**config.mk**
```make
export PLATFORM = sky130hd
export DESIGN_NAME = crs_mac
export DESIGN_NICKNAME = d
export VERILOG_FILES = /design/src/hw/rtl/complex_running_stats_top_macros.svh /design/src/hw/rtl/crs_pkg.sv /design/src/hw/rtl/crs_mac.sv
export SDC_FILE = /design/constraint.sdc
export NUM_CORES = 2
export LEC_CHECK = 0
export ABC_AREA = 1
export BUFFER_PORTS_ARGS = -buffer_cell sky130_fd_sc_hd__buf_2
export CELL_PAD_IN_SITES_DETAIL_PLACEMENT = 0
export CELL_PAD_IN_SITES_GLOBAL_PLACEMENT = 1
export CORE_UTILIZATION = 48
export DETAILED_ROUTE_END_ITERATION = 16
export GPL_TIMING_DRIVEN = 0
export HOLD_SLACK_MARGIN = 0.06
export PLACE_DENSITY_LB_ADDON = 0.1
export SLEW_MARGIN = 25
export SYNTH_ARGS = -nofsm -noshare
export SYNTH_HDL_FRONTEND = slang
export SYNTH_SLANG_ARGS = --single-unit
```
**constraint.sdc**
```tcl
create_clock -name clk -period 8.23 [get_ports clk]
set_input_delay 0.823 -clock clk [delete_from_list [all_inputs] [get_ports clk]]
set_output_delay 0.823 -clock clk [all_outputs]
set_load 0.005 [all_outputs]
```
**src/hw/rtl/complex_running_stats_top_macros.svh**
```systemverilog
// Assertion helpers for the running statistics block.
// Each macro expects clk and arst_n in scope.
`ifndef COMPLEX_RUNNING_STATS_TOP_MACROS_SVH
`define COMPLEX_RUNNING_STATS_TOP_MACROS_SVH

// antecedent and consequent in the same cycle
`define CRS_ASSERT_SAME(label, ante, cons, msg) \
	label: assert property (@(posedge clk) disable iff (!arst_n) (ante) |-> (cons)) \
		else $error(msg);

// consequent in the cycle after the antecedent
`define CRS_ASSERT_NEXT(label, ante, cons, msg) \
	label: assert property (@(posedge clk) disable iff (!arst_n) (ante) |=> (cons)) \
		else $error(msg);

`endif

```
**src/hw/rtl/crs_pkg.sv**
```systemverilog
package crs_pkg;

	// field and format sizes
	localparam int IN_W          = 32;
	localparam int SAMPLE_BITS   = 32;
	localparam int FRACTION_BITS = 16;
	localparam int COUNT_BITS    = 32;
	localparam int NUM_KINDS     = 2;
	localparam int CNT_OUT_W     = 32;
	localparam int KIND_W        = (NUM_KINDS > 1) ? $clog2(NUM_KINDS) : 1;

	localparam int MEAN_SHIFT = 32 - FRACTION_BITS;
	localparam int MEAN_W     = 48;
	localparam int DIFF_W     = MEAN_W + 1;
	localparam int SUM_W      = DIFF_W + 1;
	localparam int NUMER_W    = DIFF_W - 1;
	localparam int MAG_W      = 64;
	localparam int DEV_W      = 64;
	localparam int PROD_SHIFT = 32;

	// MAC operand split: signed high part, unsigned low part
	localparam int SPLIT_W = (DIFF_W + 1) / 2;
	localparam int HI_W    = DIFF_W - SPLIT_W;
	localparam int PART_W  = SPLIT_W + 1;
	localparam int PP_W    = 2 * PART_W;
	localparam int ACC_W   = 2 * DIFF_W + 2;

	localparam int ITER_W = $clog2(NUMER_W);

	localparam logic signed [63:0] MEAN_MAX64 = (64'sd1 <<< (MEAN_W - 1)) - 64'sd1;
	localparam logic signed [63:0] MEAN_MIN64 = -MEAN_MAX64 - 64'sd1;

	typedef logic signed [IN_W-1:0]   smp_t;
	typedef logic signed [MEAN_W-1:0] mean_t;
	typedef logic signed [DIFF_W-1:0] diff_t;
	typedef logic signed [SUM_W-1:0]  sum_t;
	typedef logic [NUMER_W-1:0]       nmag_t;
	typedef logic [COUNT_BITS-1:0]    cnt_t;
	typedef logic [COUNT_BITS:0]      rem_ext_t;
	typedef logic [CNT_OUT_W-1:0]     cnt_out_t;
	typedef logic [MAG_W-1:0]         mag_t;
	typedef logic signed [DEV_W-1:0]  dev_t;
	typedef logic signed [PART_W-1:0] part_t;
	typedef logic signed [PP_W-1:0]   pp_t;
	typedef logic signed [ACC_W-1:0]  acc_t;
	typedef logic [KIND_W-1:0]        kind_t;
	typedef logic [ITER_W-1:0]        iter_t;

	typedef enum logic [3:0] {
		ST_IDLE,
		ST_PREP,
		ST_DIFF,
		ST_MAC_GO,
		ST_MAC_WAIT,
		ST_MINMAX,
		ST_DIV_WAIT,
		ST_MEAN,
		ST_TDIFF,
		ST_M2RE,
		ST_M2IM,
		ST_OUT
	} state_t;

	// product terms run through the shared MAC
	typedef enum logic [2:0] {
		T_RR,
		T_II,
		T_DRTR,
		T_DITI,
		T_DITR,
		T_DRTI
	} term_t;

	typedef struct packed {
		logic start;
		logic clear;
		logic sub;
	} mac_ctl_t;

	function automatic smp_t sat_sample(smp_t v);
		smp_t smax;
		smp_t smin;
		smax = smp_t'((64'sd1 <<< (SAMPLE_BITS - 1)) - 64'sd1);
		smin = -smax - smp_t'(1);
		if (v > smax) begin
			return smax;
		end
		if (v < smin) begin
			return smin;
		end
		return v;
	endfunction

	// Q16.16 -> Q16.32 with saturation to the mean width
	function automatic mean_t to_mean(smp_t v);
		logic signed [63:0] w;
		w = v;
		w = w <<< MEAN_SHIFT;
		if (w > MEAN_MAX64) begin
			return mean_t'(MEAN_MAX64);
		end
		if (w < MEAN_MIN64) begin
			return mean_t'(MEAN_MIN64);
		end
		return mean_t'(w);
	endfunction

	function automatic mean_t sat_mean(sum_t v);
		if (v > sum_t'(MEAN_MAX64)) begin
			return mean_t'(MEAN_MAX64);
		end
		if (v < sum_t'(MEAN_MIN64)) begin
			return mean_t'(MEAN_MIN64);
		end
		return mean_t'(v);
	endfunction

	// floor shift of the product sum, saturated to DEV_W
	function automatic dev_t shift_sat(acc_t a);
		logic [ACC_W-PROD_SHIFT-1:0] s;
		s = a[ACC_W-1:PROD_SHIFT];
		if (s[ACC_W-PROD_SHIFT-1:DEV_W-1] == '0 || s[ACC_W-PROD_SHIFT-1:DEV_W-1] == '1) begin
			return dev_t'(s[DEV_W-1:0]);
		end
		return a[ACC_W-1] ? dev_t'({1'b1, {(DEV_W-1){1'b0}}})
			: dev_t'({1'b0, {(DEV_W-1){1'b1}}});
	endfunction

	function automatic dev_t sat_dev_add(dev_t a, dev_t b);
		dev_t r;
		r = a + b;
		if (a[DEV_W-1] == b[DEV_W-1] && r[DEV_W-1] != a[DEV_W-1]) begin
			return a[DEV_W-1] ? dev_t'({1'b1, {(DEV_W-1){1'b0}}})
				: dev_t'({1'b0, {(DEV_W-1){1'b1}}});
		end
		return r;
	endfunction

endpackage

```
**src/hw/rtl/crs_mac.sv**
```systemverilog
// Shared multiply-accumulate: one signed DIFF_W x DIFF_W product per start,
// four partial products, one per cycle, registered before accumulation.
module crs_mac (
	input  logic              clk,
	input  logic              arst_n,
	input  crs_pkg::mac_ctl_t ctl,
	input  crs_pkg::diff_t    op_a,
	input  crs_pkg::diff_t    op_b,
	output crs_pkg::acc_t     acc,
	output logic              busy
);

	crs_pkg::diff_t a_q;
	crs_pkg::diff_t b_q;
	logic           sub_q;
	logic [1:0]     step_q;
	logic           run_q;

	crs_pkg::pp_t   pp_s1;
	logic [1:0]     sh_s1;
	logic           sub_s1;
	logic           vld_s1;

	crs_pkg::acc_t  acc_q;

	logic signed [crs_pkg::HI_W-1:0] a_hi;
	logic signed [crs_pkg::HI_W-1:0] b_hi;
	crs_pkg::part_t a_part;
	crs_pkg::part_t b_part;
	crs_pkg::pp_t   pp;
	crs_pkg::acc_t  pp_ext;
	crs_pkg::acc_t  addend;

	always_comb begin
		a_hi   = a_q[crs_pkg::DIFF_W-1:crs_pkg::SPLIT_W];
		b_hi   = b_q[crs_pkg::DIFF_W-1:crs_pkg::SPLIT_W];
		a_part = step_q[0] ? crs_pkg::part_t'(a_hi)
			: crs_pkg::part_t'({1'b0, a_q[crs_pkg::SPLIT_W-1:0]});
		b_part = step_q[1] ? crs_pkg::part_t'(b_hi)
			: crs_pkg::part_t'({1'b0, b_q[crs_pkg::SPLIT_W-1:0]});
		pp     = crs_pkg::pp_t'(a_part) * crs_pkg::pp_t'(b_part);
	end

	always_comb begin
		pp_ext = crs_pkg::acc_t'(pp_s1);
		case (sh_s1)
			2'd0:    addend = pp_ext;
			2'd1:    addend = pp_ext <<< crs_pkg::SPLIT_W;
			2'd2:    addend = pp_ext <<< (2 * crs_pkg::SPLIT_W);
			default: addend = '0;
		endcase
	end

	always_ff @(posedge clk or negedge arst_n) begin
		if (!arst_n) begin
			run_q  <= 1'b0;
			vld_s1 <= 1'b0;
			step_q <= 2'd0;
		end else begin
			vld_s1 <= run_q;
			if (ctl.start) begin
				run_q  <= 1'b1;
				step_q <= 2'd0;
			end else if (run_q) begin
				step_q <= step_q + 2'd1;
				if (step_q == 2'd3) begin
					run_q <= 1'b0;
				end
			end
		end
	end

	always_ff @(posedge clk) begin
		if (ctl.start) begin
			a_q   <= op_a;
			b_q   <= op_b;
			sub_q <= ctl.sub;
			if (ctl.clear) begin
				acc_q <= '0;
			end
		end
		if (run_q) begin
			pp_s1  <= pp;
			sh_s1  <= {1'b0, step_q[0]} + {1'b0, step_q[1]};
			sub_s1 <= sub_q;
		end
		if (vld_s1) begin
			acc_q <= sub_s1 ? acc_q - addend : acc_q + addend;
		end
	end

	assign acc  = acc_q;
	assign busy = run_q | vld_s1;

endmodule

```
## Word level (Yosys, flattened, before mapping)

Index checks and enable logic that the tools add are counted.

- Register bits after elaboration: 258
- Input port bits: 103
- Output and inout bits: 101

- Add/sub/neg operators: 4
- $mul: 1
- Eq/ne operators: 3
- Multiplexer cells: 12
- Bitwise logic cells: 1
- Reductions and logical operators: 5

Operators by type and width:

| operator | number |
|---|---|
| 2-to-1 mux 100 bit | 4 |
| case mux 100 bit (3 select lines) | 1 |
| adder 100 bit | 1 |
| subtractor 100 bit | 1 |
| multiplier 26 x 26 -> 52 bit | 1 |
| 2-to-1 mux 26 bit | 2 |
| nonzero test 2 bit | 3 |
| == test 2 bit, second input constant | 2 |
| 2-to-1 mux 2 bit | 2 |
| 2-to-1 mux 1 bit | 3 |
| adder 1 x 1 -> 2 bit | 1 |
| adder 2 x 1 -> 2 bit, second input constant | 1 |
| == test 2 x 1 -> 1 bit, second input constant | 1 |
| zero test 2 bit | 1 |
| AND reduction 2 bit | 1 |
| bitwise OR 1 bit | 1 |

## Logic depth before layout (Yosys ltp)

- Depth after elaboration: 5
- Depth in mapped cells: 36
- Gate-level depth less buffers: 33

## Worst setup path after synthesis

OpenSTA, ideal clock, no wires.

- Kind: register -> register
- From: reg step_q[0]
- To: reg pp_s1[51] (data pin)
- Library setup time: 0.253 ns
- Data arrival time: 6.860 ns
- Data required time: 7.977 ns
- Setup slack: 1.117 ns
- Cell stages (with the launch flop): 36
- Path buffers: 3
- Cells stage by stage: dfrtp_1 buf_2 inv_1 clkbuf_1 or2_2 o21ai_0 inv_1 clkbuf_1 nand2_1 fa_1 inv_1 fa_1 inv_1 fa_1 inv_1 fa_1 inv_1 fa_1 inv_1 fa_1 inv_1 fa_1 inv_1 ha_1 nand2_1 o21ai_0 o21bai_1 inv_1 o21ai_0 nand2_1 nand3_1 nand2_1 nand2_1 inv_1 nand2_1 nand2_1

- Cells in the longest elaborated chain, start to end: 2

Ends and longest elaborated chain:

| what | RTL line | text |
|---|---|---|
| from (decl) | crs_mac.sv:16 | `logic [1:0] step_q;` |
| from (signal assigned) | crs_mac.sv:65 | `step_q <= step_q + 2'd1;` |
| 2-to-1 mux 26 bit | crs_mac.sv:37 | `a_part = step_q[0] ? crs_pkg::part_t'(a_hi)` |
| multiplier 26 x 26 -> 52 bit | crs_mac.sv:41 | `pp = crs_pkg::pp_t'(a_part) * crs_pkg::pp_t'(b_part);` |
| via pp[51] | crs_mac.sv:30 | `crs_pkg::pp_t pp;` |
| to (signal assigned) | crs_mac.sv:83 | `pp_s1 <= pp;` |
| to (decl) | crs_mac.sv:19 | `crs_pkg::pp_t pp_s1;` |

The timed path passes the listed nets, and every way through them passes these cells.
A chain may end at the register's enable or synchronous reset.

## Worst setup path in the final report

- From: reg step_q[1]
- To: reg pp_s1[51] (data pin)

- Cells in the longest elaborated chain, start to end: 2

Ends and longest elaborated chain:

| what | RTL line | text |
|---|---|---|
| 2-to-1 mux 26 bit | crs_mac.sv:39 | `b_part = step_q[1] ? crs_pkg::part_t'(b_hi)` |
| multiplier 26 x 26 -> 52 bit | crs_mac.sv:41 |  |
| via pp[51] | crs_mac.sv:30 |  |

The timed path passes the listed nets, and every way through them passes these cells.

==> summary.txt <==
Worst setup path
  • CP bufs+invs: 11
  • Crit Path Category: flip-flop to flip-flop
  • Top Family by Delay on Critical Path: adder cells
  • Worst path slowest cell: fa_1
  • Critical path peak fanout: 10
  • Crit path from: step_q[1]$_DFFE_PN0P_
  • Worst path most repeated cell: fa_1
  • CP Capture Type: flip-flop
  • CP arrival: between 8 and 9 ns
  • CP max stage delay: between 0.5 and 0.6 ns
  • Worst Path Required: between 8 and 9 ns
  • Critical Path Start Type: flip-flop
  • R2r startpoint: step_q[1]$_DFFE_PN0P_

Timing
  • Final Critical Period: 8.08 ns
  • RSZ-0062 raised after global routing: yes
  • Slew Viols, Final: 0
  • Worst Hold Slack: 0.365 ns
  • Final worst-path cycle share: 98.2%
  • FMAX: between 100 and 150 MHz
  • Final WS setup: roughly 0.15 ns
  • Hold Vio Cnt, Final: 0
  • Final setup skew: about 0.047 ns
  • Slew headroom: between 20% and 30%
  • Endpoints failing setup: 0
  • Worst-Margin Slew: 1.13 ns

Floorplan
  • # IOs: 204
  • Die area: roughly 100000 µm²
  • Chip height: around 310 µm
  • Area of the core: about 95000 µm²
  • # rows: approximately 110
  • Starting Density: around 49%
  • Die width: about 310 µm

Place
  • Worst slack, placed: -1.97 ns
  • I/O Buffers: between 200 and 250
  • Post-DP HPWL: approximately 170 mm
  • GPL Wtd Cong: approximately 1.1

Global routing
  • Global Route met2 Usage: 68.4%
  • First-pass GRT wire length: 276 mm
  • Vias in the first global route: between 40000 and 50000
  • GR Util All Layers: around 40%
  • Busiest grt layer: met2
  • Grt met3 use: under 10%
  • Initial antenna violation count: 4
  • Largest net degree at the start of global routing: 84
  • Total gr overflow: 0
  • Met1 Track Usage GR: roughly two fifths

Clock network
  • CTS tree: yes
  • H-tree Lvls: 2
  • CTS buffer count: 36
  • CTS Root Cell: clkbuf_16
  • Clock sink count: approximately 260
  • Clock transition at path regs: around 0.08 ns
  • Max Buffers Root-to-Sink: 3
  • Clock Latency Late Sink: roughly 0.64 ns

Final layout
  • Area of the multi-input gates: 33300 µm²
  • Nets: 7547
  • Register area: 7730 µm²
  • Fill count: around 9400
  • P&R area growth vs syn: 11.0%
  • Layout cells sized above 1: 9.40%

Job
  • Maxcap violations: 0

Hold path
  • HP Class: input pin to flip-flop
  • Hold_sp: op_a[45]

Drt
  • Initial drt markers: 3369
  • Vias: between 40000 and 50000
  • Final wirelength: a little under 200 mm
  • Vias per cell: ~5.4
  • Final ANT Viol Nets: 0
  • TritonRoute pass-1 iters: 6
  • WL/cell: 24.7 µm
  • Drc violations: 0

Synthesis
  • Largest cells by area after synthesis: fa_1 31%, edfxtp_1 16%, nand2_1 11%
  • Simple-Gate Fraction of Synth Area: 22.8%
  • Cell area after synthesis: 46400 µm²
  • Mean post-synth cell area: between 7 and 8 µm²
  • Flops & latches, synth: between 200 and 300
  • Syn Inst Count: ~6000
  • Xor/xnor cell area share of the yosys netlist: ~2.7%
  • Synthesis Warnings: 0
  • Top-count cell post-synth: nand2_1
  • Post-synthesis mux area share: 0%
  • Seq/Total Area, Yosys: ~17%
  • Largest family of logic cells by synthesized area: adder cells
  • Top_reg_cell synth: edfxtp_1
  • Cell taking the most area after synthesis: fa_1
  • Most frequent cells after synthesis: 1343 x nand2_1, 1312 x inv_1, 881 x nor2_1, 711 x fa_1, 298 x a21oi_1
  • Synthesized-area fraction occupied by adder cells: approximately 37%
  • Mapped Nets: a little over 7000
  • Number of synthesized flops with an enable pin: 254
  • Synth Area in Compound Gates: under 10%
  • Ys async rst share: under 10%
  • Synth unique cells: 52
  • Synth top area share: a little under a third

Outcome
  • Status: finished, final reports clean
[cells in the final DEF (no fill, tap or decap), types with 204 or more instances in the layout]
cell type / count
a21oi_1: 296
nor2_1: 878
nand2_1: 1335
buf_2: 214
ha_1: 244
edfxtp_1: 254
nand3_1: 204
inv_1: 1296
fa_1: 707
o21ai_0: 233
[worst reg2reg max path, delay by kind of cell (launching register included)]
| family | cells | cell delay, ns |
|---|---|---|
| adders and majority gates | 8 | 3.97 |
| DFF | 1 | 0.54 |
| and+or+nand+nor | 8 | 1.09 |
| AOI/OAI and AO/OA | 4 | 0.90 |
| buffers and inverters | 11 | 1.28 |
[worst paths after layout]
check                      cells after the start  slack (ns)                     to
max in group asynchronous                      2        7.56  step_q[1]$_DFFE_PN0P_
min reg2reg                                    0        0.45       sub_s1$_DFFE_PP_
min in group asynchronous                      2        0.53        run_q$_DFF_PN0_
max                                           31        0.15    pp_s1[51]$_DFFE_PP_
max reg2reg                                   31        0.15    pp_s1[51]$_DFFE_PP_
min                                            1        0.37      a_q[45]$_DFFE_PP_
[state kept, by name, summed over array words and instances, names as in the netlist]
register / cells
a_q: 49
sub_q: 1
vld_s1: 1
sub_s1: 1
step_q: 2
b_q: 49
pp_s1: 52
sh_s1: 2
run_q: 1
acc: 100
[cells by family (layout without fill, tap and decap cells)]
kind of cell             Yosys count  in the layout
AO/OA/AOI/OAI                    712            713
XOR/XNOR                         142            142
adder cells (fa/ha/maj)          958            958
buffers and inverters           1492           1824
flip-flops                       258            258
other                              0              2
AND/OR/NAND/NOR                 2619           2619
[repair_timing]
| item | 4_1_cts | 5_1_grt |
|---|---|---|
| gates cloned | 0 | 2 |
| hold buffers | 1 | 0 |
| buffers inserted | 19 | 31 |
| pin swaps | 5 | 3 |
| resized for setup | 170 | 66 |
| hold endpoints to repair | 4 | 0 |
| setup endpoints to repair | 37 | 23 |
[area by class of cell]
| type | instances | share of cell area, % |
|---|---|---|
| timing repair buffer | 265 | 3.19 |
| buffer | 146 | 1.60 |
| sequential | 258 | 15.0 |
| antenna | 2 | 0.00972 |
| clock buffer | 41 | 1.79 |
| clock inverter | 25 | 0.666 |
| timing repair inverter | 1 | 0.00972 |
| multi-input combinational | 4432 | 64.7 |
| tap | 1265 | 3.07 |
| inverter | 1346 | 9.93 |
[routing by layer]
layer  vias up  wire (µm)
met4         4      20200
met2      1947      93300
li1      19500          -
met1     20200      65700
met5         -         28
met3       635      12900
[metrics by stage]
step	area [µm²]	cells	TNS (ns)	util, %
2_1_floorplan	46400	6181	0	-
3_3_place_gp	49000	7649	-48.94	51.3
3_5_place_dp	49200	7660	-42.36	51.6
4_1_cts	51000	7746	0	53.5
5_1_grt	51500	7779	-0.0638	53.9
6_report	51500	7781	0	53.9
Power is not shown: default switching activity piles up to over one toggle a cycle in this logic, so the estimate is an artifact.
