`src/hw/rtl/complex_running_stats_top_macros.svh`:
```
// Assertion helpers for the running statistics block.
// Each macro expects clk and arst_n in scope.
`ifndef COMPLEX_RUNNING_STATS_TOP_MACROS_SVH
`define COMPLEX_RUNNING_STATS_TOP_MACROS_SVH

// antecedent and consequent in the same cycle
`define CRS_ASSERT_SAME(label, ante, cons, msg) \
	label: assert property (@(posedge clk) disable iff (!arst_n) (ante) |-> (cons)) \
		else $error(msg);

// consequent in the cycle after the antecedent
`define CRS_ASSERT_NEXT(label, ante, cons, msg) \
	label: assert property (@(posedge clk) disable iff (!arst_n) (ante) |=> (cons)) \
		else $error(msg);

`endif

```
`src/hw/rtl/crs_pkg.sv`:
```
package crs_pkg;

	// field and format sizes
	localparam int IN_W          = 32;
	localparam int SAMPLE_BITS   = 32;
	localparam int FRACTION_BITS = 16;
	localparam int COUNT_BITS    = 32;
	localparam int NUM_KINDS     = 2;
	localparam int CNT_OUT_W     = 32;
	localparam int KIND_W        = (NUM_KINDS > 1) ? $clog2(NUM_KINDS) : 1;

	localparam int MEAN_SHIFT = 32 - FRACTION_BITS;
	localparam int MEAN_W     = 48;
	localparam int DIFF_W     = MEAN_W + 1;
	localparam int SUM_W      = DIFF_W + 1;
	localparam int NUMER_W    = DIFF_W - 1;
	localparam int MAG_W      = 64;
	localparam int DEV_W      = 64;
	localparam int PROD_SHIFT = 32;

	// MAC operand split: signed high part, unsigned low part
	localparam int SPLIT_W = (DIFF_W + 1) / 2;
	localparam int HI_W    = DIFF_W - SPLIT_W;
	localparam int PART_W  = SPLIT_W + 1;
	localparam int PP_W    = 2 * PART_W;
	localparam int ACC_W   = 2 * DIFF_W + 2;

	localparam int ITER_W = $clog2(NUMER_W);

	localparam logic signed [63:0] MEAN_MAX64 = (64'sd1 <<< (MEAN_W - 1)) - 64'sd1;
	localparam logic signed [63:0] MEAN_MIN64 = -MEAN_MAX64 - 64'sd1;

	typedef logic signed [IN_W-1:0]   smp_t;
	typedef logic signed [MEAN_W-1:0] mean_t;
	typedef logic signed [DIFF_W-1:0] diff_t;
	typedef logic signed [SUM_W-1:0]  sum_t;
	typedef logic [NUMER_W-1:0]       nmag_t;
	typedef logic [COUNT_BITS-1:0]    cnt_t;
	typedef logic [COUNT_BITS:0]      rem_ext_t;
	typedef logic [CNT_OUT_W-1:0]     cnt_out_t;
	typedef logic [MAG_W-1:0]         mag_t;
	typedef logic signed [DEV_W-1:0]  dev_t;
	typedef logic signed [PART_W-1:0] part_t;
	typedef logic signed [PP_W-1:0]   pp_t;
	typedef logic signed [ACC_W-1:0]  acc_t;
	typedef logic [KIND_W-1:0]        kind_t;
	typedef logic [ITER_W-1:0]        iter_t;

	typedef enum logic [3:0] {
		ST_IDLE,
		ST_PREP,
		ST_DIFF,
		ST_MAC_GO,
		ST_MAC_WAIT,
		ST_MINMAX,
		ST_DIV_WAIT,
		ST_MEAN,
		ST_TDIFF,
		ST_M2RE,
		ST_M2IM,
		ST_OUT
	} state_t;

	// product terms run through the shared MAC
	typedef enum logic [2:0] {
		T_RR,
		T_II,
		T_DRTR,
		T_DITI,
		T_DITR,
		T_DRTI
	} term_t;

	typedef struct packed {
		logic start;
		logic clear;
		logic sub;
	} mac_ctl_t;

	function automatic smp_t sat_sample(smp_t v);
		smp_t smax;
		smp_t smin;
		smax = smp_t'((64'sd1 <<< (SAMPLE_BITS - 1)) - 64'sd1);
		smin = -smax - smp_t'(1);
		if (v > smax) begin
			return smax;
		end
		if (v < smin) begin
			return smin;
		end
		return v;
	endfunction

	// Q16.16 -> Q16.32 with saturation to the mean width
	function automatic mean_t to_mean(smp_t v);
		logic signed [63:0] w;
		w = v;
		w = w <<< MEAN_SHIFT;
		if (w > MEAN_MAX64) begin
			return mean_t'(MEAN_MAX64);
		end
		if (w < MEAN_MIN64) begin
			return mean_t'(MEAN_MIN64);
		end
		return mean_t'(w);
	endfunction

	function automatic mean_t sat_mean(sum_t v);
		if (v > sum_t'(MEAN_MAX64)) begin
			return mean_t'(MEAN_MAX64);
		end
		if (v < sum_t'(MEAN_MIN64)) begin
			return mean_t'(MEAN_MIN64);
		end
		return mean_t'(v);
	endfunction

	// floor shift of the product sum, saturated to DEV_W
	function automatic dev_t shift_sat(acc_t a);
		logic [ACC_W-PROD_SHIFT-1:0] s;
		s = a[ACC_W-1:PROD_SHIFT];
		if (s[ACC_W-PROD_SHIFT-1:DEV_W-1] == '0 || s[ACC_W-PROD_SHIFT-1:DEV_W-1] == '1) begin
			return dev_t'(s[DEV_W-1:0]);
		end
		return a[ACC_W-1] ? dev_t'({1'b1, {(DEV_W-1){1'b0}}})
			: dev_t'({1'b0, {(DEV_W-1){1'b1}}});
	endfunction

	function automatic dev_t sat_dev_add(dev_t a, dev_t b);
		dev_t r;
		r = a + b;
		if (a[DEV_W-1] == b[DEV_W-1] && r[DEV_W-1] != a[DEV_W-1]) begin
			return a[DEV_W-1] ? dev_t'({1'b1, {(DEV_W-1){1'b0}}})
				: dev_t'({1'b0, {(DEV_W-1){1'b1}}});
		end
		return r;
	endfunction

endpackage

```
`src/hw/rtl/crs_div.sv`:
```
// Two-lane restoring divider, one quotient bit per cycle per lane,
// truncating toward zero; a final step applies the sign.
module crs_div (
	input  logic           clk,
	input  logic           arst_n,
	input  logic           start,
	input  crs_pkg::diff_t num_re,
	input  crs_pkg::diff_t num_im,
	input  crs_pkg::cnt_t  den,
	output crs_pkg::diff_t q_re,
	output crs_pkg::diff_t q_im,
	output logic           busy
);

	crs_pkg::nmag_t     numsh_q [2];
	crs_pkg::nmag_t     quo_q   [2];
	crs_pkg::cnt_t      rem_q   [2];
	logic               neg_q   [2];
	crs_pkg::diff_t     q_q     [2];
	crs_pkg::cnt_t      den_q;
	crs_pkg::iter_t     iter_q;
	logic               run_q;
	logic               fix_q;

	crs_pkg::diff_t     num_in [2];
	crs_pkg::rem_ext_t  trial  [2];
	logic               fits   [2];

	assign num_in[0] = num_re;
	assign num_in[1] = num_im;

	always_comb begin
		for (int l = 0; l < 2; l++) begin
			trial[l] = {rem_q[l], numsh_q[l][crs_pkg::NUMER_W-1]};
			fits[l]  = trial[l] >= {1'b0, den_q};
		end
	end

	always_ff @(posedge clk or negedge arst_n) begin
		if (!arst_n) begin
			run_q  <= 1'b0;
			fix_q  <= 1'b0;
			iter_q <= '0;
		end else begin
			fix_q <= 1'b0;
			if (start) begin
				run_q  <= 1'b1;
				iter_q <= '0;
			end else if (run_q) begin
				iter_q <= iter_q + crs_pkg::iter_t'(1);
				if (iter_q == crs_pkg::iter_t'(crs_pkg::NUMER_W - 1)) begin
					run_q <= 1'b0;
					fix_q <= 1'b1;
				end
			end
		end
	end

	always_ff @(posedge clk) begin
		if (start) begin
			den_q <= den;
			for (int l = 0; l < 2; l++) begin
				neg_q[l]   <= num_in[l][crs_pkg::DIFF_W-1];
				numsh_q[l] <= num_in[l][crs_pkg::DIFF_W-1]
					? crs_pkg::nmag_t'(-num_in[l]) : crs_pkg::nmag_t'(num_in[l]);
				rem_q[l]   <= '0;
				quo_q[l]   <= '0;
			end
		end else if (run_q) begin
			for (int l = 0; l < 2; l++) begin
				numsh_q[l] <= numsh_q[l] << 1;
				rem_q[l]   <= fits[l] ? crs_pkg::cnt_t'(trial[l] - {1'b0, den_q})
					: crs_pkg::cnt_t'(trial[l]);
				quo_q[l]   <= {quo_q[l][crs_pkg::NUMER_W-2:0], fits[l]};
			end
		end
		if (fix_q) begin
			for (int l = 0; l < 2; l++) begin
				q_q[l] <= neg_q[l] ? -crs_pkg::diff_t'(quo_q[l]) : crs_pkg::diff_t'(quo_q[l]);
			end
		end
	end

	assign q_re = q_q[0];
	assign q_im = q_q[1];
	assign busy = run_q | fix_q;

endmodule

```
`config.mk`:
```
export PLATFORM = sky130hd
export DESIGN_NAME = crs_div
export DESIGN_NICKNAME = d
export VERILOG_FILES = /design/src/hw/rtl/complex_running_stats_top_macros.svh /design/src/hw/rtl/crs_pkg.sv /design/src/hw/rtl/crs_div.sv
export SDC_FILE = /design/constraint.sdc
export NUM_CORES = 1
export LEC_CHECK = 0
export BUFFER_PORTS_ARGS = -buffer_cell sky130_fd_sc_hd__buf_4
export CAP_MARGIN = 10
export CORE_ASPECT_RATIO = 2
export CORE_MARGIN = 5
export CORE_UTILIZATION = 62
export CTS_BUF_LIST = sky130_fd_sc_hd__clkbuf_4 sky130_fd_sc_hd__clkbuf_8
export CTS_CLUSTER_SIZE = 28
export DETAILED_ROUTE_END_ITERATION = 12
export GPL_TIMING_DRIVEN = 0
export PLACE_DENSITY = 0.94
export SYNTH_ARGS = -nofsm -noshare
export SYNTH_HDL_FRONTEND = slang
export SYNTH_SLANG_ARGS = --single-unit
```
`constraint.sdc`:
```
create_clock -name clk -period 10.7 [get_ports clk]
set_clock_uncertainty 0.2 [all_clocks]
set_input_delay 1.605 -clock clk [delete_from_list [all_inputs] [get_ports clk]]
set_output_delay 1.605 -clock clk [all_outputs]
set_load 0.01 [all_outputs]
```
==> Word level (Yosys, flattened, before mapping) <==
Memory sizes are Yosys's and may differ from the RTL's.
Cells that the tools add are included.
{ "word_totals": {"register_bits": 40, "ram_bits": 356, "in_bits": 133, "output_inout_bits": 99, "elab_cells": 54, "mem_count": 5} }
{ "mem_list": {"columns": ["name", "depth", "width", "read_ports", "rd_clocked_by_memory_dff", "write_ports", "line_no", "source"], "rows": [
  ["q_q", 2, 49, 2, 0, 2, "crs_div.sv:19", "crs_pkg::diff_t q_q [2];"],
  ["numsh_q", 2, 48, 2, 0, 2, "crs_div.sv:15", "crs_pkg::nmag_t numsh_q [2];"],
  ["quo_q", 2, 48, 2, 0, 2, "crs_div.sv:16", "crs_pkg::nmag_t quo_q [2];"],
  ["rem_q", 2, 32, 2, 0, 2, "crs_div.sv:17", "crs_pkg::cnt_t rem_q [2];"],
  ["neg_q", 2, 1, 2, 0, 2, "crs_div.sv:18", "logic neg_q [2];"]
]} }
{ "op_classes": {"n_addsub": 7, "magnitude_cmp": 2, "eq_ne": 1, "n_mux": 27, "bitwise_logic": 7, "reduce_logical": 1} }
{ "op_table": {"columns": ["op", "n"], "rows": [
  ["$mux W48", 6],
  ["$mux W32", 4],
  ["$mux W49", 2],
  ["$neg A48 Y49", 2],
  ["$neg A48 Y48", 2],
  ["$ge A33 B32 Y1", 2],
  ["$sub A32 B32 Y32", 2],
  ["$mux W1", 13],
  ["$mux W6", 2],
  ["$or A1 B1 Y1", 7],
  ["$add A6 B1 Y6 const B", 1],
  ["$eq A6 B6 Y1 const B", 1],
  ["$reduce_bool A2 Y1", 1]
]} }

==> Longest topological paths before layout <==
Gate-level depths: netlist of run 1.
{ "depth": {"depth_word": 4, "mapped_depth": 14, "mapped_depth_nobuf": 12} }

==> Worst setup path before layout of run 1 <==
Ideal clock, no wire load.
{ "synth_timing": {"kind": "input to register", "from": "input start", "to": "memory numsh_q[0][0] (netlist name) (enable)", "setup_ns": 0.607, "arrival_ns": 6.907, "t_required_ns": 9.893, "slack_ns": 2.986, "path_stages": 3, "path_buffers": 1, "cell_sequence": "clkbuf_1 -> nor2_1 -> inv_1"} }
{ "synth_rtl": {"columns": ["element", "line_no", "source"], "rows": [
  ["start: declaration", "crs_div.sv:6", "input logic start,"],
  ["end: declaration", "crs_div.sv:15", null]
]} }

==> impl_results.md, run 1 <==
- Outcome: complete, no violations
- H-tree depth: 2
- Sequential share of power: 41.6%
- Post-synthesis register bit count: approximately 400
- Worst r2r src: rem_q[0][40]
- DRC viols: 0
- Synth area leaders: edfxtp_1, xnor2_1, o21ai_0
- VDD IR max: between 0.1 and 0.15 mV
- Num CTS Buffers: 51
- First-pass GRT wire length: between 80000 and 90000 um
- Area growth syn-to-layout: 15.5%
- Via count: approximately 17000
- Slew @ Worst Pin: between 1 and 1.5 ns
- Crit path from: rem_q[0][40]
- Pwr dens: 190 mW/mm2
- Psw: around 1.7 mW
- Total grt overflow: 0
- Sequential area share after synthesis: ~54%
- Ys async rst share: 2.02%
- CTS sink cnt: 396
- Post-synthesis area per instance: 10.8 um2
- Critical Path Fanout Max: 10
- Synth cell count leaders: edfxtp_1, nand2_1, o21ai_0, xnor2_1, nor2_1
- Worst-path clk slew: 0.07 ns
- Initial antenna violation count: 2
- CTS hold repair buffers: 0
- Setup TNS Final: 0 ns
- Drt total wl: 57700 um
- Core Region: 0.0350 mm2
- Class of the worst hold path: reg -> reg
- Post-route cell area: 0.0253 mm2
- Post-DP Area: around 0.024 mm2
- Combinational Power Share: 34.2%
- Hpwl dp: 42900 um
- Hold_ws: 0.327 ns
- Largest net degree at the start of global routing: about 140
- Most common cell in the synthesized netlist: edfxtp_1
- RSZ-0062 raised after global routing: false
- Post-synthesis cell area: roughly 0.022 mm2
- DIE AREA: 0.0394 mm2
- Std cell rows: 97
- CP Capture Type: register
- Setup violators final: 0
- Drt wl/cell: 20.6 um
- Port Buf Inserts: approximately 230
- Initial Util: between 60% and 70%
- Clock network fraction of design power: 24.2%
- Final hold viol count: 0
- Post-synth EDFFs: 388
- Synth Flop Type: edfxtp_1
- Synth cell types: 65
- Worst Setup Start Kind: register
- CTS resizes: 0
- Max Cap Violations: 0
- Leakage power: 10.3 nW
- Number of fill cells: 2475
- Worst slew margin: 30.6%
- CTS tree: built
- Hold Crit Start: quo_q[0][48]
- Vias in the first global route: between 15000 and 20000
- Crit share post-route: 46.2%
- Synth area leader: edfxtp_1
- Final ANT Viol Nets: 0
- Yosys Warn Count: 0
- Int Pwr: 3.13 mW
- Iter 0 DRT Violations: around 1200
- Fmax: 202 MHz
- Post-synth net total: about 2200
- Minimum clock period: approximately 5 ns
- Chip Width: approximately 140 um
- Final Wtd Congestion: about 1
- IO Count: 232
- CP arrival: ~5.2 ns
- Clk buf depth: 3
- GR Util All Layers: around 29%
- Worst-Skew Late Latency: between 0.6 and 0.7 ns
- Root Buffer Master: clkbuf_8
- Syn Inst Count: 2028
- Final net count: roughly 2500
- Max-slew violations: 0
- Layout cell share with drive strength beyond 1: between 10 and 15%
- Register area: about 0.012 mm2
- Die height: 276 um
- Switching Share: between 30% and 40%
- Setup CP Type: reg -> reg
- Vias per cell: 6.22
- Post-synth top area share: 53.2%
- Number of detailed-route iterations in the first pass: 8
- Multi-input gate area: roughly 0.0095 mm2
- Post-CTS setup repair buffer count: 0
- CP required: 10.92 ns
==> worst max-delay path: stages (launching register included) <==
cell      delay [ns]
edfxtp_1        0.43
ha_1            0.29
clkbuf_1        0.32
nand2_1         0.13
nor4_1          0.71
inv_1           0.10
a211oi_1        0.52
o21bai_1        0.26
a21boi_0        0.30
or2_2           0.15
clkbuf_1        0.40
clkbuf_1        0.57
nor2_1          0.11
a211oi_1        0.25
==> path summary, 6_finish.rpt <==
| kind | endpoint | slack (ns) | cells past startpoint |
|---|---|---|---|
| hold / removal | q_q[0][49] | 0.33 | 0 |
| min in group asynchronous | run_q | 0.59 | 1 |
| max in group asynchronous | fix_q | 9.57 | 1 |
| setup reg to reg | rem_q[0][50] | 5.76 | 13 |
| setup / recovery | rem_q[0][50] | 5.76 | 13 |
| hold reg to reg | q_q[0][49] | 0.33 | 0 |
==> area by class of cell <==
type / count / share of cell area [%]
Inverter: 59 / 0.905
Sequential cell: 396 / 46.9
Tap cell: 445 / 2.20
Antenna cell: 3 / 0.0297
Multi-Input combinational cell: 1482 / 37.5
Buffer: 91 / 1.38
Clock buffer: 58 / 2.98
Timing Repair Buffer: 231 / 7.01
Clock inverter: 35 / 1.17
==> power groups by stage <==
stage | registers [mW] | logic, mW | clock network, mW
floorplan | 2.00 | 1.18 | 0
global placement | 2.02 | 1.56 | 0
detailed placement | 2.03 | 1.61 | 0
CTS | 2.00 | 1.62 | 1.18
global route | 2.01 | 1.80 | 1.24
finish | 2.00 | 1.65 | 1.16
==> kinds of logic (layout without fill, tap and decap cells) <==
group | count (synthesis) | count (layout) | synth area share (%)
DFF | 396 | 396 | 54.1
adders and majority gates | 71 | 71 | 4.12
muxes | 10 | 10 | 0.457
AOI/OAI and AO/OA | 507 | 507 | 14.2
buffers and inverters | 150 | 474 | 2.61
and+or+nand+nor | 657 | 657 | 15.0
other | 0 | 3 | 0
xor gates and xnor gates | 237 | 237 | 9.48
==> flip-flops by register name (all words and copies together) (netlist names) <==
| register | count |
|---|---|
| numsh_q | 96 |
| den_q | 32 |
| q_q | 98 |
| neg_q | 2 |
| quo_q | 96 |
| run_q | 1 |
| iter_q | 6 |
| fix_q | 1 |
| rem_q | 64 |
==> per-stage QoR <==
stage	total power [mW]	instances	setup WS [ns]	utilization, %
2_1_floorplan	3.18	2028	2.99	-
3_3_place_gp	3.58	2702	0.590	69.2
3_5_place_dp	3.64	2704	5.37	69.4
4_1_cts	4.80	2797	5.94	72.4
5_1_grt	5.05	2799	5.70	72.4
6_report	4.81	2800	5.76	72.4
==> per-layer routing <==
metal | share of wire [%] | track usage [%] | vias to the layer above
met2 | 55 | 54.3 | 854
met4 | 7.2 | 18.5 | 0
met5 | 0 | 0 | -
met1 | 33 | 28.7 | 8273
met3 | 5.5 | 3.07 | 279
li1 | - | - | 8023
==> placed cells by master, fill, tap and decap left out, drive strengths merged, types with 25 or more instances in the layout <==
master / n
clkinv: 29
buf: 236
o21ai: 195
a21o: 31
nor3: 30
nand3: 31
o31ai: 52
ha: 69
nand2: 217
edfxtp: 388
xor2: 95
or4: 31
o41ai: 26
a21oi: 124
inv: 60
and2: 94
clkbuf: 144
or3: 25
xnor2: 142
nor2: 128
(Power assumes the default switching activity.)
==> inputs of run 2 (changes only) <==
CORE_UTILIZATION = 56   (was 62)
PLACE_DENSITY = 0.91   (was 0.94)
clock period = 4.31 ns   (was 10.7 ns; I/O delays follow)
==> run 2 against run 1 <==
  * Flip-flop and latch count unchanged
  * Clock power rose to 2.9 times the previous value
  * Sequential power rose by 150%
  * First-iteration DRC count up 4.5%
  * Critical path depth down 1
  * Combinational power grew 150%
  * Critical endpoint is now rem_q[0][23]
  * Largest power group unchanged
  * Highest routed layer unchanged
==> impl_results.md, run 2 (synthesized netlist as in run 1, its figures left out) <==
- Final ANT Viol Nets: 0
- CP required: 4.44 ns
- WP depth: 12
- CP arrival: 4.34 ns
- Via count: 17400
- First-pass GRT wire length: approximately 90000 um
- CTS sink cnt: 396
- Num CTS Buffers: 53
- Commonest non-fill, non-tap cells in the layout: edfxtp_1, buf_4, nand2_1
- Pwr dens: between 400 and 500 mW/mm2
- Hpwl dp: 42400 um
- CP bufs+invs: 3
- Worst slew margin: approximately two fifths
- Critical path cell sequence: inv_1 > ha_1 > clkbuf_1 > nand2_1 > nor2_1 > o311ai_1 > a211oi_1 > o2111ai_1 > nand3b_1 > clkbuf_1 > mux2i_1 > nor2_1
- Port Buf Inserts: 229
- Max reg flops: 98
- Chip Width: 150 um
- Minimum clock period: 4.21 ns
- Critical Path Fanout Max: 10
- Area growth syn-to-layout: 18.9%
- Final Wtd Congestion: 1.00
- Worst-path clk slew: 0.08 ns
- Drt total wl: 55900 um
- Max Cap Violations: 0
- Top flop regs: q_q x98, numsh_q x96, quo_q x96
- Root Buffer Master: clkbuf_8
- Setup CP Type: reg -> reg
- Clock network fraction of design power: between 20% and 30%
- Placed cells: 2784
- Iter 0 DRT Violations: 1244
- Fmax: ~240 MHz
- Combinational Power Share: 33.0%
- Multi-input gate area: approximately 0.0095 mm2
- Int Pwr: about 8.3 mW
- Largest stage delay on the critical path: 0.63 ns
- Largest net degree at the start of global routing: 86
- Initial antenna violation count: 1
- Initial Util: 56.6%
- IO Count: 232
- GR Util All Layers: around a quarter
- Core Region: 0.0387 mm2
- Pwr Total: approximately 12 mW
- VDD IR max: 0.359 mV
- Delay-heaviest family, CP: buffers and inverters
- Switching Share: 33.6%
- RSZ-0062 raised after global routing: false
- Psw: 4.17 mW
- Worst path slowest cell: clkbuf_1
- Commonest non-fill, non-tap cell in the layout: edfxtp_1
- H-tree depth: 2
- CTS tree: built
- Number of fill cells: 2791
- Final hold viol count: 0
- Slew @ Worst Pin: 0.878 ns
- Die height: 290 um
- Max-slew violations: 0
- Clk buf depth: 3
- DIE AREA: 0.0434 mm2
- Register area: about 0.012 mm2
- CP Capture Type: register
- Worst Setup Start Kind: register
- Sequential share of power: 40.0%
- Post-route insts no fill: 2909
- Hold_ws: 0.0331 ns
- Final net count: 2550
- Worst-Skew Late Latency: 0.61 ns
- DRC viols: 0
- Number of detailed-route iterations in the first pass: 6
- Layout cell share with drive strength beyond 1: 15.4%
- Vias in the first global route: 17900
- Vias per cell: about 6
- Class of the worst hold path: in -> reg
- Setup violators final: 0
- Std cell rows: 102
- Hold path cells: 1
- Leakage power: 10.6 nW
- Total grt overflow: 0
- Crit share post-route: 97.7%
- R2R cell count: 12
- Top reg by flops: q_q
- Drt wl/cell: 19.2 um
- Outcome: complete, no violations
run 2: changes by cell type in the layout (fill, tap and decap cells not counted), moves of 4 or more:
cell,before,now
dlygate4sd3_1,0,30
clkbuf_1,86,78
bufinv_16,4,11
clkinv_1,15,8
buf_12,0,6
clkinvlp_4,1,7
clkbuf_2,0,4
run 2: through the flow:
stage	setup TNS [ns]	instance area [um2]	worst slack, ns	utilization [%]
after detailed placement	-5.61	24500	-0.365	63.2
after global routing	0	26000	0.0192	67.4
after floorplan	-253.34	21900	-0.990	-
final	0	26000	0.100	67.4
after CTS	0	26000	0.0151	67.3
after global placement	-754.81	24300	-2.96	62.8
run 2: area by class of cell:
type                    instances  share of cell area [%]
multi-input cells            1482                    36.5
flip-flops and latches        396                    45.5
well taps                     520                    2.50
repair buffers                266                    8.32
clock buffers                  59                    2.97
plain buffers                  88                    1.40
diodes                          1                 0.00961
inverters                      59                   0.865
clock inverters                38                    1.89
run 2: metal layers:
layer  wire length (um)  global-route usage, %
met5                  0                      0
met4               4080                   17.7
met3               3160                   3.21
met2              30500                   48.3
met1              18100                   24.3
run 2: power groups by stage:
stage                     Clock [mW]  Sequential, mW  Combinational (mW)
final                           3.36            4.97                4.10
after global routing            3.58            5.00                4.50
after CTS                       3.41            4.96                4.04
after detailed placement           0            5.04                3.97
after global placement             0            5.02                3.84
after floorplan                    0            4.96                2.94
run 2: worst reg2reg max path: stages (launching register included):
cell and delay (ns):
edfxtp_1 0.36, inv_1 0.10, ha_1 0.29, clkbuf_1 0.31, nand2_1 0.15, nor2_1 0.17, o311ai_1 0.18, a211oi_1 0.61
o2111ai_1 0.21, nand3b_1 0.38, clkbuf_1 0.63, mux2i_1 0.28, nor2_1 0.06
run 2: repair_timing:
action                                 CTS  global route
setup buffers                            0             0
hold buffers                            30             0
setup endpoints to repair               38            47
endpoints found under the hold margin   37             0
gates resized for setup                  6             6
pin swaps                                0             0
run 2: final timing paths:
check / slack, ns / from / end
min: 0.03 / den[1] / den_q[1]
max reg2reg: 0.1 / den_q[10] / rem_q[0][23]
min in group asynchronous: 0.21 / arst_n / run_q
max: 0.1 / den_q[10] / rem_q[0][23]
min reg2reg: 0.34 / numsh_q[0][84] / numsh_q[0][85]
max in group asynchronous: 3.56 / arst_n / fix_q
==> inputs of run 3 (changes only) <==
GPL_TIMING_DRIVEN = unset   (was 0)
clock period = 3.6 ns   (was 4.31 ns; I/O delays follow)
==> run 3 against run 2 <==
  * Flip-flop and latch count stayed put
  * Die area unchanged
  * Core utilization is 1.2 points higher
  * Highest routed layer unchanged
  * Non-clock buffer count is 23 higher
  * Clock-buffer cell count up 13
  * Global-route usage fell by 1.0 points
==> impl_results.md, run 3 (synthesized netlist as in run 1, its figures left out) <==
- Final ANT Viol Nets: 0
- Total grt overflow: 0
- Clk buf depth: 3
- Via count: roughly 17000
- Post-route cell area: between 0.02 and 0.03 mm2
- Iter 0 DRT Violations: 1200
- CP required: approximately 3.8 ns
- Chip Width: 150 um
- Layout cell share with drive strength beyond 1: 20.2%
- H-tree depth: 2
- CP Capture Type: register
- RSZ-0062 raised after global routing: true
- Hpwl dp: 38200 um
- Final hold viol count: 0
- Initial Util: between 50% and 60%
- Vias in the first global route: 17600
- Core Region: ~0.039 mm2
- Leakage power: around 11 nW
- Drt wl/cell: 18.3 um
- Max-slew violations: 0
- Max Cap Violations: 0
- Top flop regs: q_q x98, numsh_q x96, quo_q x96
- Critical Path Fanout Max: 8
- Port Buf Inserts: between 200 and 250
- Commonest non-fill, non-tap cells in the layout: edfxtp_1, buf_4, nand2_1
- CTS tree: built
- Std cell rows: between 100 and 150
- Post-DP Area: 0.0249 mm2
- Slew @ Worst Pin: 1.02 ns
- Final setup margin: about 0.055 ns
- IO Count: 232
- First-pass GRT wire length: 85000 um
- Root Buffer Master: clkbuf_8
- Pwr Total: approximately 15 mW
- Pwr dens: 557 mW/mm2
- Setup WS pre-CTS: -0.267 ns
- DIE AREA: between 0.04 and 0.05 mm2
- Final net count: 2573
- Number of detailed-route iterations in the first pass: 6
- CP arrival: 3.71 ns
- Worst-path clk slew: around 0.080 ns
- Crit share post-route: a little over nine tenths
- VDD IR max: between 0.4 and 0.5 mV
- Initial antenna violation count: 2
- Die height: 290 um
- Worst Setup Start Kind: register
- Setup CP Type: reg -> reg
- DRC viols: 0
- Area growth syn-to-layout: 21.0%
- Minimum clock period: 3.55 ns
- Fmax: 282 MHz
- Outcome: complete, no violations
- Max reg flops: 98
- Setup violators final: 0
- Commonest non-fill, non-tap cell in the layout: edfxtp_1
- Vias per cell: 5.92
- Num CTS Buffers: 53
- Drt total wl: 53700 um
- CTS sink cnt: around 400
- Worst slew margin: 31.8%
- Final Wtd Congestion: 1.00
- Class of the worst hold path: in -> async
- Worst-Skew Late Latency: 0.63 ns
- Top reg by flops: q_q
- GR Util All Layers: 24.2%
- Largest net degree at the start of global routing: 161
## run 3: changes by cell type in the layout (fill, tap and decap cells not counted), moves of 5 or more
cell / previous run / this run
clkbuf_1: 78 / 0
buf_4: 229 / 334
clkinvlp_4: 7 / 2
clkbuf_4: 6 / 16
bufinv_16: 11 / 2
o21ai_0: 193 / 186
o21ai_1: 2 / 9
## run 3: worst paths after layout
| kind | startpoint | end | slack (ns) | cells after the start |
|---|---|---|---|---|
| setup / recovery | quo_q[0][62] | q_q[0][90] | 0.05 | 8 |
| hold / removal | arst_n | run_q | 0.08 | 2 |
| setup reg to reg | quo_q[0][62] | q_q[0][90] | 0.05 | 8 |
| hold reg to reg | numsh_q[0][7] | numsh_q[0][8] | 0.33 | 2 |
| max in group asynchronous | arst_n | fix_q | 2.97 | 2 |
| min in group clk | num_im[0] | numsh_q[0][48] | 0.09 | 3 |
## run 3: final cells by class
cell class	instances	area (um2)
Tap cell	520	651
Clock buffer	72	891
Timing Repair Buffer	377	3030
Multi-Input combinational cell	1482	9650
Antenna cell	2	5.00
Sequential cell	396	11900
Clock inverter	26	205
Inverter	59	225
Fill cell	2739	12200
## run 3: critical path, stage by stage, from the launching register on
cell and delay [ns]:
edfxtp_1 0.39, or4_4 0.57, or4_4 0.44, or2_4 0.25
or3_4 0.35, or4_4 0.44, nand2b_4 0.23, o41ai_4 0.34
xnor2_1 0.09
## run 3: metrics by stage
step | utilization, % | instances | setup TNS (ns) | hold WS (ns)
global placement | 64.4 | 2799 | -0.600 | 0.158
CTS | 68.2 | 2931 | 0 | 0.0312
finish | 68.5 | 2934 | 0 | 0.0809
global route | 68.5 | 2934 | -0.233 | 0.0619
floorplan | - | 2028 | -407.83 | 0.0444
detailed placement | 64.4 | 2799 | -1.48 | 0.162
## run 3: layer usage
metal  GRT usage [%]  share of wire [%]
met3            2.93                5.4
met5               0                  0
met1            25.4                 34
met2            45.8                 55
met4            14.1                5.9
## run 3: power by group
group / internal (mW) / total (mW) / switching [mW]
clock: 1.78 / 3.54 / 1.75
combinational: 2.30 / 5.29 / 2.99
sequential: 5.70 / 5.94 / 0.233
total: 9.78 / 14.8 / 4.98
## run 3: repair_timing
item,4_1_cts,5_1_grt
setup buffers,0,1
pin swaps,0,3
hold endpoints to repair,43,0
hold buffers,34,0
gates resized for setup,4,31
setup endpoints to repair,8,52
